[config.mk]
export PLATFORM = sky130hd
export DESIGN_NAME = rbs_front
export DESIGN_NICKNAME = d
export VERILOG_FILES = /design/src/sv/rbs_pkg.sv /design/src/sv/rbs_front.sv
export SDC_FILE = /design/constraint.sdc
export NUM_CORES = 1
export LEC_CHECK = 0
export BUFFER_PORTS_ARGS = -buffer_cell sky130_fd_sc_hd__buf_2
export CORE_AREA = 3 3 246 248
export DETAILED_ROUTE_END_ITERATION = 8
export DIE_AREA = 0 0 249 251
export PLACE_DENSITY_LB_ADDON = 0.15
export SYNTH_ARGS = -nofsm -noshare
export SYNTH_HDL_FRONTEND = slang
export SYNTH_SLANG_ARGS = --single-unit
export TNS_END_PERCENT = 100
[constraint.sdc]
create_clock -name clk_i -period 5.2 [get_ports clk_i]
set_clock_uncertainty 0.15 [all_clocks]
set_input_delay 0.52 -clock clk_i [delete_from_list [all_inputs] [get_ports clk_i]]
set_output_delay 0.52 -clock clk_i [all_outputs]
set_load 0.02 [all_outputs]
[src/sv/rbs_pkg.sv]
`default_nettype none
package rbs_pkg;

  localparam int FRAC_BITS  = 16;
  localparam int T_W        = 32;
  localparam int DIFF_W     = T_W + 1;
  localparam int Q_W        = T_W + 1;
  localparam int NUM_W      = DIFF_W + FRAC_BITS;
  localparam int STEP_BITS  = 3;
  localparam int DIV_STAGES = Q_W / STEP_BITS;
  localparam int AXES       = 3;
  localparam int LANES      = 2 * AXES;

  localparam logic REQ_LOAD = 1'b0;
  localparam logic REQ_TEST = 1'b1;

  typedef enum logic [1:0] {
    ST_LOADED = 2'd0,
    ST_MISS   = 2'd1,
    ST_ENTER  = 2'd2,
    ST_INSIDE = 2'd3
  } status_e;

  localparam logic signed [T_W-1:0] T_MAX = {1'b0, {(T_W-1){1'b1}}};
  localparam logic signed [T_W-1:0] T_MIN = {1'b1, {(T_W-1){1'b0}}};
  localparam logic [Q_W-1:0] Q_POS_LIM = {2'b00, {(T_W-1){1'b1}}};
  localparam logic [Q_W-1:0] Q_NEG_LIM = {2'b01, {(T_W-1){1'b0}}};

  typedef struct packed {
    logic [DIFF_W-1:0] nmag;
    logic              nneg;
    logic              nzero;
  } num_t;

  typedef struct packed {
    logic [T_W-1:0] dmag;
    logic           dneg;
    logic           dzero;
  } den_t;

  typedef struct packed {
    logic                          is_test;
    num_t [LANES-1:0]              num;
    den_t [AXES-1:0]               den;
    logic signed [T_W-1:0]         lo;
    logic signed [T_W-1:0]         hi;
  } item_t;

  typedef struct packed {
    logic [T_W-1:0]  r;
    logic [Q_W-1:0]  low;
    logic [Q_W-1:0]  q;
    logic [T_W-1:0]  dmag;
    logic            ovf;
    logic            neg;
    logic            dzero;
    logic            nneg;
    logic            nzero;
  } lane_t;

  typedef struct packed {
    logic                  is_test;
    logic signed [T_W-1:0] lo;
    logic signed [T_W-1:0] hi;
  } meta_t;

  function automatic lane_t lane_init(num_t n, den_t d);
    lane_t                      l;
    logic [NUM_W-1:0]           nfull;
    logic [T_W-1:0]             top;
    nfull   = {n.nmag, {FRAC_BITS{1'b0}}};
    top     = T_W'(nfull[NUM_W-1:Q_W]);
    l.ovf   = (top >= d.dmag);
    l.r     = l.ovf ? '0 : top;
    l.low   = nfull[Q_W-1:0];
    l.q     = '0;
    l.dmag  = d.dmag;
    l.neg   = n.nneg ^ d.dneg;
    l.dzero = d.dzero;
    l.nneg  = n.nneg;
    l.nzero = n.nzero;
    return l;
  endfunction

  function automatic lane_t div_step(lane_t l);
    lane_t          o;
    logic [T_W:0]   t;
    logic           bit_q;
    o = l;
    for (int i = 0; i < STEP_BITS; i++) begin
      t     = {o.r, o.low[Q_W-1]};
      o.low = {o.low[Q_W-2:0], 1'b0};
      bit_q = (t >= {1'b0, o.dmag});
      if (bit_q) begin
        t = t - {1'b0, o.dmag};
      end
      o.r = t[T_W-1:0];
      o.q = {o.q[Q_W-2:0], bit_q};
    end
    return o;
  endfunction

  function automatic logic signed [T_W-1:0] lane_result(lane_t l);
    logic [Q_W-1:0]        qn;
    logic signed [T_W-1:0] res;
    qn = -l.q;
    if (l.dzero) begin
      res = l.nzero ? '0 : (l.nneg ? T_MIN : T_MAX);
    end else if (l.neg) begin
      res = (l.ovf || l.q > Q_NEG_LIM) ? T_MIN : qn[T_W-1:0];
    end else begin
      res = (l.ovf || l.q > Q_POS_LIM) ? T_MAX : l.q[T_W-1:0];
    end
    return res;
  endfunction

endpackage
`default_nettype wire

[src/sv/rbs_front.sv]
`default_nettype none
module rbs_front (
  input  wire logic                                        clk_i,
  input  wire logic                                        rst_ni,
  input  wire logic                                        in_valid_i,
  output logic                                             in_stall_o,
  input  wire logic                                        req_type_i,
  input  wire logic [rbs_pkg::AXES-1:0][rbs_pkg::T_W-1:0]  vec_a_i,
  input  wire logic [rbs_pkg::AXES-1:0][rbs_pkg::T_W-1:0]  vec_b_i,
  input  wire logic signed [rbs_pkg::T_W-1:0]              interval_lo_i,
  input  wire logic signed [rbs_pkg::T_W-1:0]              interval_hi_i,
  output logic                                             push_valid_o,
  input  wire logic                                        push_full_i,
  output rbs_pkg::item_t                                   push_item_o
);

  logic [rbs_pkg::AXES-1:0][rbs_pkg::T_W-1:0] org_q, dir_q;
  logic signed [rbs_pkg::T_W-1:0]             lo_q, hi_q;
  logic                                       accept;

  assign in_stall_o   = push_full_i;
  assign push_valid_o = in_valid_i;
  assign accept       = in_valid_i && !push_full_i;

  always_ff @(posedge clk_i or negedge rst_ni) begin
    if (!rst_ni) begin
      org_q <= '0;
      dir_q <= '0;
      lo_q  <= '0;
      hi_q  <= '0;
    end else if (accept && req_type_i == rbs_pkg::REQ_LOAD) begin
      org_q <= vec_a_i;
      dir_q <= vec_b_i;
      lo_q  <= interval_lo_i;
      hi_q  <= interval_hi_i;
    end
  end

  always_comb begin
    logic [rbs_pkg::DIFF_W-1:0] da, db;
    logic [rbs_pkg::T_W-1:0]    dv;
    push_item_o         = '0;
    push_item_o.is_test = (req_type_i == rbs_pkg::REQ_TEST);
    push_item_o.lo      = lo_q;
    push_item_o.hi      = hi_q;
    for (int i = 0; i < rbs_pkg::AXES; i++) begin
      da = {vec_a_i[i][rbs_pkg::T_W-1], vec_a_i[i]} - {org_q[i][rbs_pkg::T_W-1], org_q[i]};
      db = {vec_b_i[i][rbs_pkg::T_W-1], vec_b_i[i]} - {org_q[i][rbs_pkg::T_W-1], org_q[i]};
      push_item_o.num[2*i].nneg    = da[rbs_pkg::DIFF_W-1];
      push_item_o.num[2*i].nmag    = da[rbs_pkg::DIFF_W-1] ? -da : da;
      push_item_o.num[2*i].nzero   = (da == '0);
      push_item_o.num[2*i+1].nneg  = db[rbs_pkg::DIFF_W-1];
      push_item_o.num[2*i+1].nmag  = db[rbs_pkg::DIFF_W-1] ? -db : db;
      push_item_o.num[2*i+1].nzero = (db == '0);
      dv = dir_q[i];
      push_item_o.den[i].dneg  = dv[rbs_pkg::T_W-1];
      push_item_o.den[i].dmag  = dv[rbs_pkg::T_W-1] ? -dv : dv;
      push_item_o.den[i].dzero = (dv == '0);
    end
  end

endmodule
`default_nettype wire

* After elaboration in Yosys (flattened, before gate mapping) *
Index checks and enable logic that the tools add are counted.

storage, ports and cells
  register bits = 256
  word-level logic and storage cells = 45

cells by class
  bitwise gates (word level) = 1
  muxes and demuxes = 9
  $add $sub $neg = 15
  reductions and logical operators = 12

operator list
  cell                          count
  zero test 33 bit              6
  two-way mux 33 bit            6
  negator 33 bit                6
  subtractor 32 x 32 -> 33 bit  6
  zero test 32 bit              3
  two-way mux 32 bit            3
  negator 32 bit                3
  logical AND 1 bit             2
  zero test 1 bit               1
  inverter 1 bit                1

* Longest topological paths before layout *
  depth after elaboration = 3
  gate-level depth with buffers = 16

* Worst setup path after synthesis *
OpenSTA, ideal clock, no wires.

  kind = input to output
  start point = input port vec_a_i[32] (netlist bit)
  end point = output port push_item_o[236] (netlist bit)
  setup slack = 0.384 ns
  arrival = 4.146 ns
  required time = 4.530 ns
  stages = 14
  cells stage by stage = inv_1 > ha_1 > fa_1 > nor2b_1 > o2111ai_1 > a311oi_1 > nor2_1 > o31a_1 > xnor2_1 > nor3_1 > or3b_1 > or2_2 > or2_1 > nor4_1

RTL lines
  item             line             text
  start, declared  rbs_front.sv:8   input wire logic [rbs_pkg::AXES-1:0][rbs_pkg::T_W-1:0] vec_a_i,
  end, declared    rbs_front.sv:14  output rbs_pkg::item_t push_item_o

==> flow_summary.json <==
{
  "status": "finished, final reports clean",
  "fp.dieH_um": 251,
  "cts.htree.levels": 2,
  "cts_made_buffers": 35,
  "portBuffers": 639,
  "drt_iter0_drc": 1531,
  "final_layout_size_suffix_gt1_frac": 0.302,
  "avgRoutedWirePerCell_um": 19.6,
  "place_congestion": 0.973,
  "finalWorstSetupSlack_ps": 51.7,
  "cellLeakagePower_nw": 14.7,
  "ant_nets": 0,
  "synthFlopType": "dfrtp_1",
  "critPathLaunch": "org_q[65]$_DFFE_PN0P_",
  "tightest_slew_ps": 815,
  "hpwl_um": 73600,
  "top_layer": "met5",
  "rows": 89,
  "slew_headroom": 0.454,
  "rsz0062_at_grt": "true",
  "fmax_mhz": 194,
  "r2r_slack_ps": 4010,
  "fin_nets": 4339,
  "synth_edf_count": 0,
  "endpoint_kind": "output pin",
  "first_pass_iters": 5,
  "antenna_found_initial": 16,
  "cp-start-kind": "flip-flop",
  "final_core_util": 0.566,
  "wl_met3_um": 5540,
  "grt_max_degree": 145,
  "cp.arrival_ps": 4480,
  "grt_pass1_vias": 24400,
  "clk_pin_slew_worst_paths_ps": 60,
  "r2r_end": "push_item_o[99]$_DFFE_PN0P_",
  "slew_viol_final": 0,
  "ys_seq_area_frac": 0.242,
  "overflow": 0,
  "insertion_delay_ps": 540,
  "setup.worst_path.end": "push_item_o[372]",
  "ys_warn_count": 0,
  "clockBufferDepth": 3,
  "hp-class": "in2reg",
  "critPathRequiredTime_ps": 4530,
  "critPathMaxFanout": 8,
  "drt-met1-wl_um": 39400,
  "design_area_sq_um": 33200,
  "power.total_mw": 16.3,
  "route.vias.total": 26600,
  "drc": 0,
  "synth_fp_nets": 3699,
  "synth_cell_type_count": 101,
  "finalCriticalPeriod_ps": 5150,
  "synth_seq_cells": 256,
  "vias_per_cell": 5.68,
  "reg2reg_depth": 3,
  "dp.cells": 4554,
  "vdd_drop_max_mv": 0.418,
  "initial_core_util": 0.450,
  "synthArstFlopShare": 1.00,
  "place_area_sq_um": 30500,
  "final_cells": 4680,
  "clkSinkCount": 256,
  "die-area_sq_um": 62500,
  "die_w_um": 249,
  "synth.avg_cell_area_sq_um": 8.18,
  "criticalPathCategory": "reg2out",
  "cellPowerDensity_nw_per_um2": 489,
  "met2_length_um": 43500,
  "pre_cts_slack_ps": 9.91,
  "synth_area_sq_um": 26400,
  "drt-total-wl_um": 91600,
  "grt_pass1_wl_um": 138000,
  "cts_tree": "yes",
  "pin_count": 640,
  "grt.total_usage": 0.273,
  "cts-root-buf": "clkbuf_16",
  "core-area_sq_um": 58700,
  "synth_cells": 3231,
  "crit-reg2reg-launch": "push_item_o[99]$_DFFE_PN0P_",
  "hold_viol": 0,
  "setup_viol": 0,
  "max_cap_violations": 0,
  "post-route-period-util": 0.990,
  "area_delta_synth_final_pct": 25.8
}
layout by cell type (no fill, tap or decap), drive strengths merged, types with 39 or more instances in the layout:
master	n
o21a	48
xnor2	299
nor3	63
nand3	46
clkbuf	43
or3	39
xor2	110
buf	736
nand4	42
nor2	196
o21ai	320
a21o	65
mux2	157
a21oi	212
dfrtp	256
inv	176
a31oi	40
ha	201
o31ai	51
nand2	324
through the flow:
step,TNS [ps],hold slack [ps]
6_report,0,42.6
3_5_place_dp,0,340
5_1_grt,-1010,29.2
3_3_place_gp,0,334
4_1_cts,0,12.4
2_1_floorplan,0,74.4
synthesized netlist by cell type (7+ instances only):
library cell  number  area, sq um
nand2_1          322         1210
xnor2_1          298         2610
o21ai_0          297         1490
dfrtp_1          256         6410
a21oi_1          208         1040
ha_1             201         2510
nor2_1           195          732
inv_1            177          664
mux2_2           157         1770
clkbuf_1         116          435
xor2_1           110          963
a21o_1            65          488
nor3_1            62          310
o21a_1            48          360
o31ai_1           47          353
nand3_1           46          230
nand4_1           42          263
a31oi_1           38          238
or3_1             33          206
nand2b_1          28          175
o211ai_1          25          188
a211oi_1          24          180
nor2b_1           24          150
and2_1            23          144
o21ai_1           23          115
nor4_1            22          138
and3_1            20          125
o31a_1            18          158
a211o_1           17          149
o41ai_1           17          149
or4_1             17          128
o21bai_1          16          120
nor3b_1           15          113
o2111ai_1         11         96.3
and4_1            10         87.6
or2_2             10         62.6
a2111oi_0          9         78.8
a221o_1            9         90.1
buf_4              9         67.6
a21boi_0           8         60.1
nand3b_1           7         52.6
nand4b_1           7         61.3
registers in the layout (all words and copies together), names as in the netlist:
name,cells
hi_q,32
dir_q,93
push_item_o,3
org_q,96
lo_q,32
worst max-delay path, stage by stage (launching register included):
cell and delay (ps):
dfrtp_2 430, inv_4 80, ha_1 230, nor2b_4 130, o31a_1 330, o41a_1 490, buf_4 190, o21ai_2 120
a211oi_2 90, or3_1 380, a211o_1 320, or3_4 440, nor2_4 170, a31oi_1 120, xnor2_1 210, buf_4 170
layer usage:
metal,vias to the layer above,global-route usage
met4,10,0.0934
li1,12900,-
met3,150,0.0442
met1,12600,0.360
met5,-,0
met2,833,0.456
worst min path at each step:
stage                         start                    end  cells past startpoint
3_3_place_gp   lo_q[18]$_DFFE_PN0P_   lo_q[18]$_DFFE_PN0P_                      1
5_1_grt           interval_lo_i[26]   lo_q[26]$_DFFE_PN0P_                      2
4_1_cts                 vec_a_i[76]  org_q[76]$_DFFE_PN0P_                      3
2_1_floorplan                rst_ni   dir_q[0]$_DFFE_PN0P_                      0
3_5_place_dp                 rst_ni    hi_q[3]$_DFFE_PN0P_                      1
6_report                vec_a_i[76]  org_q[76]$_DFFE_PN0P_                      3
repair_timing:
item | CTS | global route
gates cloned | 0 | 3
endpoints found under the hold margin | 63 | 0
resized for setup | 41 | 185
setup buffers | 6 | 43
pin swaps | 9 | 78
setup endpoints to repair | 86 | 163
hold buffers | 1 | 0
power breakdown:
| part | switching (mW) | internal, mW |
|---|---|---|
| sequential | 0.259 | 2.35 |
| combinational | 6.86 | 3.99 |
| clock | 0.983 | 1.81 |
| total | 8.11 | 8.16 |
cell type report:
class                      count  area (sq um)
sequential                   256          6410
multi-input combinational   2661         19700
clock inverter                19           337
timing repair buffer         737          4080
tap                          773           967
clock buffer                  43           998
fill                        5557         25400
antenna                       11          27.5
inverter                     178           683
timing repair inverter         2          15.0
logic make-up (layout without fill, tap and decap cells):
| kind of cell | count (synthesis) | in the layout | share of synthesized area |
|---|---|---|---|
| and+or+nand+nor | 935 | 935 | 0.178 |
| buffers and inverters | 314 | 979 | 0.0462 |
| other | 0 | 11 | 0 |
| adders and majority gates | 207 | 207 | 0.0997 |
| muxes | 160 | 160 | 0.0681 |
| xor gates and xnor gates | 409 | 409 | 0.136 |
| DFF | 256 | 256 | 0.242 |
| AOI/OAI and AO/OA | 950 | 950 | 0.229 |
Note: power is estimated with default switching activity, not from simulation.
