File: src/sv/rbs_pkg.sv
`default_nettype none
package rbs_pkg;

  localparam int FRAC_BITS  = 16;
  localparam int T_W        = 32;
  localparam int DIFF_W     = T_W + 1;
  localparam int Q_W        = T_W + 1;
  localparam int NUM_W      = DIFF_W + FRAC_BITS;
  localparam int STEP_BITS  = 3;
  localparam int DIV_STAGES = Q_W / STEP_BITS;
  localparam int AXES       = 3;
  localparam int LANES      = 2 * AXES;

  localparam logic REQ_LOAD = 1'b0;
  localparam logic REQ_TEST = 1'b1;

  typedef enum logic [1:0] {
    ST_LOADED = 2'd0,
    ST_MISS   = 2'd1,
    ST_ENTER  = 2'd2,
    ST_INSIDE = 2'd3
  } status_e;

  localparam logic signed [T_W-1:0] T_MAX = {1'b0, {(T_W-1){1'b1}}};
  localparam logic signed [T_W-1:0] T_MIN = {1'b1, {(T_W-1){1'b0}}};
  localparam logic [Q_W-1:0] Q_POS_LIM = {2'b00, {(T_W-1){1'b1}}};
  localparam logic [Q_W-1:0] Q_NEG_LIM = {2'b01, {(T_W-1){1'b0}}};

  typedef struct packed {
    logic [DIFF_W-1:0] nmag;
    logic              nneg;
    logic              nzero;
  } num_t;

  typedef struct packed {
    logic [T_W-1:0] dmag;
    logic           dneg;
    logic           dzero;
  } den_t;

  typedef struct packed {
    logic                          is_test;
    num_t [LANES-1:0]              num;
    den_t [AXES-1:0]               den;
    logic signed [T_W-1:0]         lo;
    logic signed [T_W-1:0]         hi;
  } item_t;

  typedef struct packed {
    logic [T_W-1:0]  r;
    logic [Q_W-1:0]  low;
    logic [Q_W-1:0]  q;
    logic [T_W-1:0]  dmag;
    logic            ovf;
    logic            neg;
    logic            dzero;
    logic            nneg;
    logic            nzero;
  } lane_t;

  typedef struct packed {
    logic                  is_test;
    logic signed [T_W-1:0] lo;
    logic signed [T_W-1:0] hi;
  } meta_t;

  function automatic lane_t lane_init(num_t n, den_t d);
    lane_t                      l;
    logic [NUM_W-1:0]           nfull;
    logic [T_W-1:0]             top;
    nfull   = {n.nmag, {FRAC_BITS{1'b0}}};
    top     = T_W'(nfull[NUM_W-1:Q_W]);
    l.ovf   = (top >= d.dmag);
    l.r     = l.ovf ? '0 : top;
    l.low   = nfull[Q_W-1:0];
    l.q     = '0;
    l.dmag  = d.dmag;
    l.neg   = n.nneg ^ d.dneg;
    l.dzero = d.dzero;
    l.nneg  = n.nneg;
    l.nzero = n.nzero;
    return l;
  endfunction

  function automatic lane_t div_step(lane_t l);
    lane_t          o;
    logic [T_W:0]   t;
    logic           bit_q;
    o = l;
    for (int i = 0; i < STEP_BITS; i++) begin
      t     = {o.r, o.low[Q_W-1]};
      o.low = {o.low[Q_W-2:0], 1'b0};
      bit_q = (t >= {1'b0, o.dmag});
      if (bit_q) begin
        t = t - {1'b0, o.dmag};
      end
      o.r = t[T_W-1:0];
      o.q = {o.q[Q_W-2:0], bit_q};
    end
    return o;
  endfunction

  function automatic logic signed [T_W-1:0] lane_result(lane_t l);
    logic [Q_W-1:0]        qn;
    logic signed [T_W-1:0] res;
    qn = -l.q;
    if (l.dzero) begin
      res = l.nzero ? '0 : (l.nneg ? T_MIN : T_MAX);
    end else if (l.neg) begin
      res = (l.ovf || l.q > Q_NEG_LIM) ? T_MIN : qn[T_W-1:0];
    end else begin
      res = (l.ovf || l.q > Q_POS_LIM) ? T_MAX : l.q[T_W-1:0];
    end
    return res;
  endfunction

endpackage
`default_nettype wire

File: src/sv/rbs_queue.sv
`default_nettype none
module rbs_queue (
  input  wire logic            clk_i,
  input  wire logic            rst_ni,
  input  wire logic            push_valid_i,
  output logic                 push_full_o,
  input  wire rbs_pkg::item_t  push_item_i,
  output logic                 pop_valid_o,
  input  wire logic            pop_stall_i,
  output rbs_pkg::item_t       pop_item_o
);

  rbs_pkg::item_t mem_q [2];
  logic           wr_ptr_q, rd_ptr_q;
  logic [1:0]     count_q;
  logic           push, pop;

  assign push_full_o = (count_q == 2'd2);
  assign pop_valid_o = (count_q != 2'd0);
  assign push        = push_valid_i && !push_full_o;
  assign pop         = pop_valid_o && !pop_stall_i;
  assign pop_item_o  = mem_q[rd_ptr_q];

  always_ff @(posedge clk_i or negedge rst_ni) begin
    if (!rst_ni) begin
      wr_ptr_q <= 1'b0;
      rd_ptr_q <= 1'b0;
      count_q  <= 2'd0;
    end else begin
      if (push) wr_ptr_q <= !wr_ptr_q;
      if (pop) rd_ptr_q <= !rd_ptr_q;
      count_q <= count_q + 2'(push) - 2'(pop);
    end
  end

  always_ff @(posedge clk_i) begin
    if (push) begin
      mem_q[wr_ptr_q] <= push_item_i;
    end
  end

endmodule
`default_nettype wire

File: config.mk
export PLATFORM = sky130hd
export DESIGN_NAME = rbs_queue
export DESIGN_NICKNAME = d
export VERILOG_FILES = /design/src/sv/rbs_pkg.sv /design/src/sv/rbs_queue.sv
export SDC_FILE = /design/constraint.sdc
export NUM_CORES = 1
export LEC_CHECK = 0
export ABC_AREA = 1
export BUFFER_PORTS_ARGS = -buffer_cell sky130_fd_sc_hd__buf_4
export CAP_MARGIN = 10
export CORE_AREA = 2 2 300 302
export DETAILED_ROUTE_END_ITERATION = 10
export DIE_AREA = 0 0 302 304
export GPL_ROUTABILITY_DRIVEN = 0
export GPL_TIMING_DRIVEN = 0
export SYNTH_ARGS = -nofsm -noshare
export SYNTH_HDL_FRONTEND = slang
export SYNTH_SLANG_ARGS = --single-unit
File: constraint.sdc
create_clock -name clk_i -period 20.5 [get_ports clk_i]
set_clock_uncertainty 0.05 [all_clocks]
set_input_delay 1.025 -clock clk_i [delete_from_list [all_inputs] [get_ports clk_i]]
set_output_delay 1.025 -clock clk_i [all_outputs]
set_load 0.05 [all_outputs]
# Yosys cells after proc, flatten, opt, wreduce, memory -nomap -nowiden

Memories as Yosys holds them, arrays and structs flattened.
Cells that the tools add are included.

Multiplexer cells: 2
Add/sub/neg operators: 2
Equal/unequal tests: 1
Reductions and logical operators: 7

Operator list:

| operator           | count |
|---|---|
| $logic_not 1->1    | 4 |
| $add 2x1->2        | 1 |
| $eq 2x2->1 const B | 1 |
| $logic_and 1x1->1  | 2 |
| $mux 1             | 2 |
| $reduce_bool 2->1  | 1 |
| $sub 2x1->2        | 1 |

RAM bits: 754
Input port bits: 381
Memories kept: 1
Register bits after elaboration: 4

Memories:

| name  | words | bits a word | read ports | clocked after Yosys merged registers in | write ports | line            | source |
|---|---|---|---|---|---|---|---|
| mem_q | 2     | 377         | 1          | 0                                       | 1           | rbs_queue.sv:13 | `rbs_pkg::item_t mem_q [2];` |

# Longest topological paths before layout

Gate-level depths: netlist of run 1.

Depth in word-level cells: 5
Depth in mapped cells: 10
Depth with buffers taken out: 10

# Worst setup path before layout of run 1

OpenSTA, ideal clock, no wires.

Path type: in2reg
Start: input port push_valid_i
End: memory mem_q[1][0] (netlist name), enable pin
Stages: 2
Library setup time: 1.123 ns
Path slack: 2.618 ns
Required time: 19.327 ns
Arrival time: 16.709 ns
Buffers on the path: 0
Path through: nand2_1 > nor2_1

Word-level cells in the longest chain between the ends: 3

Ends and longest elaborated chain:

| element                      | line            | source |
|---|---|---|
| from (decl)                  | rbs_queue.sv:5  | `input wire logic push_valid_i,` |
| $logic_and 1x1->1            | rbs_queue.sv:20 | `assign push = push_valid_i && !push_full_o;` |
| $mux 1                       | rbs_queue.sv:37 | `if (push) begin` |
| $mux 1 (implied by the code) | rbs_queue.sv:38 | `mem_q[wr_ptr_q] <= push_item_i;` |
| to (decl)                    | rbs_queue.sv:13 |  |

Every way passes these cells.

==> impl_metrics.yaml, run 1 <==
synthesis:
  yosys.area.top_type: "edfxtp_1"
  synth_seq_cells: 758
  syn_nets: 2385
  syn_area_sq_um: 27700
  ys_seq_area_share_pct: 82.2
  yosysWarnings: 0
  synth_area_leaders: "edfxtp_1, nand2_1, buf_4"
  ys_types: 11
  synth.top_cell.area_share_pct: 81.8
  syn_inst: 2002
  synth_area_per_cell_sq_um: 13.8
clocking:
  hold_buffers: 0
  numCtsBuffers: 82
  cts_tree: "done"
  cts-root-buf: "clkbuf_16"
  ctsLongestPathBuffers: 3
  insertion_delay_ps: 630
  clk_pin_slew_ps: 60
  post_cts_resized: 0
  post-cts-setup-buffers: 0
  cts.sinks: 758
  htree_levels: 3
die:
  die_x_um: 302
  row_count: 110
  coreArea_sq_um: 89000
  num_io_pins: 760
  initial_core_util_pct: 31.1
  die_area_sq_um: 91800
  die_h_um: 304
grt:
  grtUsageTotal_pct: 16.1
  gr-total-overflow: 0
  grt_antenna_before_repair: 11
  grt_pass1_wl_um: 109000
  grt_start_max_net_pins: 117
  grt_pass1_vias: 17400
placed_design:
  io_buffer_count: 759
  pre_cts_slack_ps: 16700
  dp_hpwl_um: 54800
  place_area_sq_um: 35200
route:
  first_iter_violations: 899
  vias: 17500
  drt_pre_antenna_iters: 4
  wl_um: 76100
  wl_per_cell_um: 18.5
  drc_errors: 0
  antenna_left: 0
  avgViaCountPerCell: 4.26
cells_and_area:
  drive_gt1_share_pct: 33.2
  postLayoutCellArea_sq_um: 37800
  num-fill-cells: 8186
  fin_nets: 3245
  utilization_pct: 42.4
  layout_common_cells: "nand2_1, buf_4, edfxtp_1"
  final_common_cell: "nand2_1"
  syn2layout_area_growth_pct: 36.5
timing:
  maxSlewViolCount: 0
  hold_viol: 0
  max_slew_margin_pct: 44.4
  period_share_pct: 17.6
  hold-worst-slack_ps: 135
  min_period_ps: 3620
  tightest_slew_ps: 832
  fmaxAchievable_mhz: 277
  setup_ws_ps: 16880
  rsz0062_at_grt: "false"
  setup_viol: 0
setup_path:
  start_kind: "flip-flop"
  worstSetupPathType: "flip-flop to output pin"
  path_common_cell: "buf_4"
  cp_max_fo: 10
  arrival_ps: 2540
  cp_slowest_cell: "dfrtp_1"
  critPathTopFamily: "buffers and inverters"
  crit_path_end_kind: "output pin"
  cp.required_ps: 19430
  crit_buf_inv: 5
  worst_path_largest_cell_delay_ps: 370
  crit_chain: "buf_6, inv_4, buf_4, buf_4, nand2_1, nand2_1, buf_4"
pwr:
  powerDensity_nw_per_um2: 181
  power_w: 0.00685
  vdd_ir_drop_max_v: 0.000111
  leakagePower_nw: 15.9
run:
  cap_violations: 0
min_path:
  min_path_type: "primary input to async pin"
status:
  status: "finished, final reports clean"
==> cell families (layout without fill, tap and decap cells) <==
logic type	after synthesis	count (layout)	share of synthesized area, %
simple gates	1148	1148	15.6
fa+ha+maj	2	2	0.0904
buf+inv	94	1018	2.13
other cells	0	7	0
flops	758	758	82.2
==> power by group <==
part | switching, W | internal (W) | leakage [nW]
registers | 0.0000650 | 0.00211 | 7.06
logic | 0.00246 | 0.000827 | 7.64
clock network | 0.000589 | 0.000803 | 1.24
==> routing by layer <==
layer / vias up / part of all wire, % / track usage (%)
li1: 8523 / - / -
met1: 8195 / 36 / 17.1
met2: 628 / 50 / 27.6
met3: 140 / 11 / 6.93
met4: 6 / 3.7 / 7.47
met5: - / 0.049 / 0
==> state kept, by name, summed over array words and instances, names as in the netlist <==
register	cells
count_q	2
wr_ptr_q	1
rd_ptr_q	1
mem_q	754
==> through the flow <==
step	std cells	TNS (ps)
after detailed placement	3954	0
after CTS	4102	0
after global routing	4107	0
final	4109	0
after floorplan	2002	0
after global placement	3937	-2831190
==> synthesized netlist by cell type <==
cell type and n:
nand2_1 1144, edfxtp_1 754, buf_4 44, buf_2 36
inv_1 10, dfrtp_1 4, buf_6 3, nand3_1 3
ha_1 2, inv_4 1, nor2_1 1
==> cell type report <==
class                   instances  area [sq um]  share of cell area (%)
flip-flops and latches        758         22700                    60.2
repair buffers                776          6070                    16.1
multi-input cells            1150          4350                    11.5
clock buffers                 102          2170                    5.74
well taps                    1176          1470                    3.89
plain buffers                  83           544                    1.44
clock inverters                46           369                   0.977
inverters                      11          51.3                   0.136
diodes                          7          17.5                  0.0464
==> final timing paths <==
| check | startpoint | to | slack [ps] | depth (start not counted) |
|---|---|---|---|---|
| max | rd_ptr_q$_DFFE_PN0P_ | pop_item_o[161] | 16880 | 7 |
| min | rst_ni | wr_ptr_q$_DFFE_PN0N_ | 140 | 1 |
| max in group asynchronous | rst_ni | count_q[1]$_DFF_PN0_ | 20160 | 1 |
| min in group clk_i | wr_ptr_q$_DFFE_PN0N_ | wr_ptr_q$_DFFE_PN0N_ | 440 | 2 |
| max reg2reg | count_q[1]$_DFF_PN0_ | mem_q[1][305]$_DFFE_PP_ | 17330 | 9 |
| min reg2reg | wr_ptr_q$_DFFE_PN0N_ | wr_ptr_q$_DFFE_PN0N_ | 440 | 2 |
Power figures use the tool's default switching activity.
==> inputs of run 2 (changes only) <==
Settings changed: ABC_AREA 1 to 0, CORE_AREA 2 2 300 302 to 2 2 296 298, DIE_AREA 0 0 302 304 to 0 0 298 300.
Clock period 20.5 ns to 3.4 ns, I/O delays scaled along.
==> run 2 against run 1 <==
Net effect:
- via count decreased by 8.9%
- first-iteration DRC count decreased by 2.4%
- final area increased by 14%
- cell count decreased by 11%
- routed wire length decreased by 3.1%
- die area decreased by 2.6%
- synthesized cell count decreased by 41%
- critical path type is now flip-flop to flip-flop
==> impl_metrics.yaml, run 2 <==
status:
  status: "finished, final reports clean"
die:
  die_area_sq_um: 89400
  die_x_um: 298
  num_io_pins: 760
  die_h_um: 300
  coreArea_sq_um: 86200
  row_count: 108
  initial_core_util_pct: 33.3
setup_path:
  cp_max_fo: 30
  worst_path_largest_cell_delay_ps: 520
  crit_chain: "nand2b_1, nand2_2, nor2_4, buf_16, buf_12, buf_12, buf_12, buf_16"
  start_kind: "flip-flop"
  r2r_slack_ps: 660
  timing.rr.start: "count_q[1]$_DFF_PN0_"
  rr_worst_depth: 8
  worstSetupPathType: "flip-flop to flip-flop"
  cp.required_ps: 3670
  crit_path_end_kind: "flip-flop"
  reg2reg_to: "mem_q[0][53]$_DFFE_PP_"
  arrival_ps: 3000
  path_common_cell: "buf_12"
  cp_slowest_cell: "nor2_4"
clocking:
  insertion_delay_ps: 620
  htree_levels: 3
  cts.sinks: 758
  ctsLongestPathBuffers: 3
  clk_pin_slew_ps: 60
  hold_buffers: 381
  post_cts_resized: 0
  numCtsBuffers: 84
  cts-root-buf: "clkbuf_16"
  cts_tree: "done"
  post-cts-setup-buffers: 0
route:
  vias: 15900
  antenna_left: 0
  drt_pre_antenna_iters: 6
  avgViaCountPerCell: 4.36
  wl_um: 73700
  first_iter_violations: 877
  wl_per_cell_um: 20.2
  drc_errors: 0
synthesis:
  synth-main-ff-cell: "edfxtp_1"
  async_reset_ff_share_pct: 0.528
  syn_nets: 1574
  synth_area_leaders: "edfxtp_1, mux2_4, mux2_2"
  synth-edff-count: 754
  ys_seq_area_share_pct: 79.2
  syn_area_sq_um: 28700
  ys_types: 17
  synth_area_per_cell_sq_um: 24.1
  synth_seq_cells: 758
  yosys.area.top_type: "edfxtp_1"
  syn_inst: 1191
  synth.most_common_cell: "edfxtp_1"
  yosysWarnings: 0
  synth.top_cell.area_share_pct: 78.9
  synth.top_cells.by_count: "edfxtp_1, mux2_4, mux2_2, buf_6, buf_8"
timing:
  rsz0062_at_grt: "false"
  hold_viol: 0
  max_slew_margin_pct: 53.5
  maxSlewViolCount: 0
  setup_viol: 0
  period_share_pct: 80.5
  min_period_ps: 2740
  setup_tns_ps: 0
  tightest_slew_ps: 697
  fmaxAchievable_mhz: 366
cells_and_area:
  final_common_cell: "buf_4"
  fin_nets: 2821
  num-fill-cells: 7021
  reg_top3: "mem_q: 754 flops, count_q: 2 flops"
  largest_reg_flops: 754
  syn2layout_area_growth_pct: 49.4
  seq_area_sq_um: 22700
  top_register: "mem_q"
  layoutNonFillerInstCount: 3658
  multi_input_area_sq_um: 5480
  layout_common_cells: "buf_4, edfxtp_1, dlygate4sd3_1"
  drive_gt1_share_pct: 52.8
placed_design:
  dp_hpwl_um: 51800
  io_buffer_count: 759
  dp.cells: 3126
min_path:
  hp-start: "push_item_i[29]"
  min_path_type: "primary input to flip-flop"
  min_to: "mem_q[1][29]$_DFFE_PP_"
  worstHoldPathCells: 2
pwr:
  power_w: 0.0415
  vdd_ir_drop_max_v: 0.000685
  leakagePower_nw: 16.9
  powerDensity_nw_per_um2: 967
grt:
  grt_antenna_before_repair: 10
  grtUsageTotal_pct: 16.0
  grt_pass1_vias: 17500
  grt_pass1_wl_um: 108000
  grt_start_max_net_pins: 66
  gr-total-overflow: 0
run:
  cap_violations: 0
-- run 2: changes by cell type after synthesis, moves of 3 or more --
cell / before / now
nand2_1: 1144 / 1
buf_4: 44 / 0
inv_1: 10 / 2
mux2_4: 0 / 301
buf_8: 0 / 12
xnor2_1: 0 / 3
mux2_2: 0 / 76
buf_6: 3 / 25
buf_2: 36 / 5
nand3_1: 3 / 0
-- run 2: worst max-delay path: cells and delay by family, from the launching register on --
| family | cells | cell delay, ps |
|---|---|---|
| simple gates | 3 | 800 |
| buf+inv | 5 | 1130 |
| flops | 1 | 410 |
-- run 2: through the flow --
step / util [%] / cell area [sq um] / setup WS, ps / hold WS [ps]
after floorplan: - / 28700 / -3250 / -176
after global placement: 41.6 / 35900 / -6520 / -79.9
after detailed placement: 42.2 / 36400 / 618 / -77.1
after CTS: 49.7 / 42900 / 606 / 162
after global routing: 49.7 / 42900 / 478 / 184
final: 49.8 / 42900 / 664 / 216
-- run 2: report_power, final --
group          internal, W  total, W  switching (W)  leakage (nW)
clock              0.00526   0.00892        0.00365          1.31
sequential          0.0127    0.0132       0.000461          7.05
combinational      0.00707    0.0193         0.0123          8.53
-- run 2: cell type report --
class | count | share of cell area (%)
Antenna cell | 4 | 0.0233
Buffer | 42 | 1.13
Clock buffer | 103 | 5.07
Clock inverter | 44 | 1.26
Inverter | 2 | 0.0175
Multi-Input combinational cell | 389 | 12.8
Sequential cell | 758 | 53.0
Tap cell | 1155 | 3.37
Timing Repair Buffer | 1161 | 23.3
-- run 2: cell families (layout without fill, tap and decap cells) --
| logic type | count (synthesis) | in the layout | share of synthesized area (%) |
|---|---|---|---|
| XOR/XNOR | 4 | 4 | 0.122 |
| adder cells (fa/ha/maj) | 2 | 2 | 0.0872 |
| buffers and inverters | 44 | 1352 | 1.72 |
| flip-flops | 758 | 758 | 79.2 |
| multiplexers | 377 | 377 | 18.7 |
| other | 0 | 4 | 0 |
| AND/OR/NAND/NOR | 6 | 6 | 0.113 |
-- run 2: layer usage --
metal / wire, um / global-route usage (%) / part of all wire [%] / up-vias
met1: 26800 / 17.2 / 36 / 7894
met5: 68 / 0 / 0.092 / -
met3: 6270 / 5.75 / 8.5 / 136
li1: - / - / - / 7274
met4: 2440 / 5.84 / 3.3 / 10
met2: 38100 / 28.7 / 52 / 619
-- run 2: how the worst max path moves through the flow --
stage               depth (start not counted)                       to                 start
floorplan                                   3    mem_q[0][0]$_DFFE_PP_  count_q[1]$_DFF_PN0_
global placement                            3  mem_q[0][288]$_DFFE_PP_  count_q[1]$_DFF_PN0_
detailed placement                          8  mem_q[0][294]$_DFFE_PP_  count_q[0]$_DFF_PN0_
CTS                                         5   mem_q[1][67]$_DFFE_PP_  count_q[1]$_DFF_PN0_
global route                                8  mem_q[0][141]$_DFFE_PP_  count_q[1]$_DFF_PN0_
finish                                      8   mem_q[0][53]$_DFFE_PP_  count_q[1]$_DFF_PN0_
==> inputs of run 3 (changes only) <==
Clock period 3.4 ns to 2.5 ns, I/O delays scaled along.
==> run 3 against run 2 <==
Net effect:
- worst setup slack worse by 540 ps
- global-route usage increased by 0.078 points
- worst hold slack got worse by 45 ps
- sequential cell count did not move
- combinational power rose by 37%
- largest cell class unchanged
==> impl_metrics.yaml, run 3 (synthesis gave the netlist of run 2 again) <==
status:
  status: "finished, final reports clean"
min_path:
  worstHoldPathCells: 2
  hp-start: "push_item_i[29]"
  min_to: "mem_q[1][29]$_DFFE_PP_"
  min_path_type: "primary input to flip-flop"
pwr:
  power_frac_seq_pct: 31.8
  powerDensity_nw_per_um2: 1320
  p_sw_w: 0.0223
  vdd_ir_drop_max_v: 0.000930
  leakagePower_nw: 16.9
  power_frac_clock_pct: 21.5
  sw_frac_of_total_pct: 39.5
  combPwrFrac_pct: 46.7
  intPower_w: 0.0341
route:
  drt_pre_antenna_iters: 4
  first_iter_violations: 871
  antenna_left: 0
  wl_per_cell_um: 20.2
  avgViaCountPerCell: 4.37
  drc_errors: 0
  wl_um: 74000
  vias: 16000
cells_and_area:
  top_register: "mem_q"
  syn2layout_area_growth_pct: 49.5
  largest_reg_flops: 754
  fin_nets: 2824
  multi_input_area_sq_um: 5500
  num-fill-cells: 7017
  final_common_cell: "buf_4"
  layout_common_cells: "buf_4, edfxtp_1, dlygate4sd3_1"
  drive_gt1_share_pct: 52.9
  utilization_pct: 49.8
  seq_area_sq_um: 22700
  reg_top3: "mem_q: 754 flops, count_q: 2 flops"
die:
  num_io_pins: 760
  initial_core_util_pct: 33.3
  row_count: 108
  die_area_sq_um: 89400
  coreArea_sq_um: 86200
  die_h_um: 300
  die_x_um: 298
grt:
  grtUsageTotal_pct: 16.0
  grt_pass1_wl_um: 108000
  grt_antenna_before_repair: 10
  gr-total-overflow: 0
  grt_pass1_vias: 17600
  grt_start_max_net_pins: 66
timing:
  rsz0062_at_grt: "false"
  setup_viol: 0
  fmaxAchievable_mhz: 420
  min_period_ps: 2380
  max_slew_margin_pct: 65.9
  hold-worst-slack_ps: 171
  maxSlewViolCount: 0
  hold_viol: 0
  tightest_slew_ps: 512
  period_share_pct: 95.1
clocking:
  insertion_delay_ps: 620
  clk_pin_slew_ps: 60
  htree_levels: 3
  cts-root-buf: "clkbuf_16"
  ctsLongestPathBuffers: 3
  numCtsBuffers: 84
  cts_tree: "done"
  cts.sinks: 758
setup_path:
  arrival_ps: 2200
  r2r_slack_ps: 170
  path_common_cell: "buf_8"
  worst_path_largest_cell_delay_ps: 350
  cp_max_fo: 10
  worstSetupPathType: "flip-flop to output pin"
  timing.rr.start: "count_q[1]$_DFF_PN0_"
  rr_worst_depth: 8
  crit_chain: "buf_6, buf_8, buf_8, mux2_4, buf_4"
  cp.required_ps: 2330
  crit_path_end_kind: "output pin"
  crit_buf_inv: 4
  cp_slowest_cell: "mux2_4"
  start_kind: "flip-flop"
  critPathTopFamily: "buffers and inverters"
  reg2reg_to: "mem_q[0][53]$_DFFE_PP_"
placed_design:
  dp_hpwl_um: 51800
  io_buffer_count: 759
run:
  cap_violations: 0
-- run 3: changes by cell type in the layout (fill, tap and decap cells not counted), sizes merged --
cell / change
buf: +1
and3: +2
diode: -2
-- run 3: per-layer routing --
metal	track usage, %	share of wire (%)
met5	0	0.11
met4	5.92	3.4
met2	28.8	51
met1	17.3	37
met3	5.79	8.3
-- run 3: power groups by stage --
stage | Clock [W] | Combinational [W] | Sequential, W
floorplan | 0 | 0.0174 | 0.0181
global placement | 0 | 0.0211 | 0.0170
detailed placement | 0 | 0.0261 | 0.0182
CTS | 0.0124 | 0.0267 | 0.0180
global route | 0.0129 | 0.0274 | 0.0182
finish | 0.0121 | 0.0264 | 0.0180
-- run 3: per-stage QoR --
| stage | instances | instance area [sq um] | TNS (ps) | worst slack, ps | total power [W] |
|---|---|---|---|---|---|
| 6_report | 3659 | 42900 | 0 | 122 | 0.0565 |
| 5_1_grt | 3658 | 42900 | 0 | 13.8 | 0.0585 |
| 4_1_cts | 3657 | 42900 | 0 | 11.6 | 0.0571 |
| 3_5_place_dp | 3126 | 36400 | -35540 | -282 | 0.0443 |
| 3_3_place_gp | 3105 | 35900 | -4931950 | -7420 | 0.0381 |
| 2_1_floorplan | 1191 | 28700 | -2723600 | -4150 | 0.0355 |
-- run 3: repair_timing --
action	CTS	global route
hold buffers	381	0
hold endpoints to repair	761	0
setup endpoints to repair	195	49
cloned	2	0
setup buffers	2	0
pin swaps	2	0
resized for setup	3	1
-- run 3: how the worst max path moves through the flow --
stage                                    start                 endpoint  slack (ps)  depth (start not counted)
after floorplan           count_q[1]$_DFF_PN0_    mem_q[0][0]$_DFFE_PP_       -4150                          3
after global placement    count_q[1]$_DFF_PN0_  mem_q[0][288]$_DFFE_PP_       -7420                          3
after detailed placement  count_q[0]$_DFF_PN0_  mem_q[0][294]$_DFFE_PP_        -280                          8
after CTS                 rd_ptr_q$_DFFE_PN0P_           pop_item_o[93]          10                          5
after global routing      rd_ptr_q$_DFFE_PN0P_          pop_item_o[118]          10                          5
final                     rd_ptr_q$_DFFE_PN0P_          pop_item_o[312]         120                          5
-- run 3: area by class of cell --
| class | instances | area share (%) |
|---|---|---|
| Clock buffer | 103 | 5.06 |
| Timing Repair Buffer | 1163 | 23.3 |
| Buffer | 41 | 1.14 |
| Inverter | 2 | 0.0175 |
| Multi-Input combinational cell | 391 | 12.8 |
| Antenna cell | 2 | 0.0117 |
| Tap cell | 1155 | 3.37 |
| Sequential cell | 758 | 53.0 |
| Clock inverter | 44 | 1.26 |
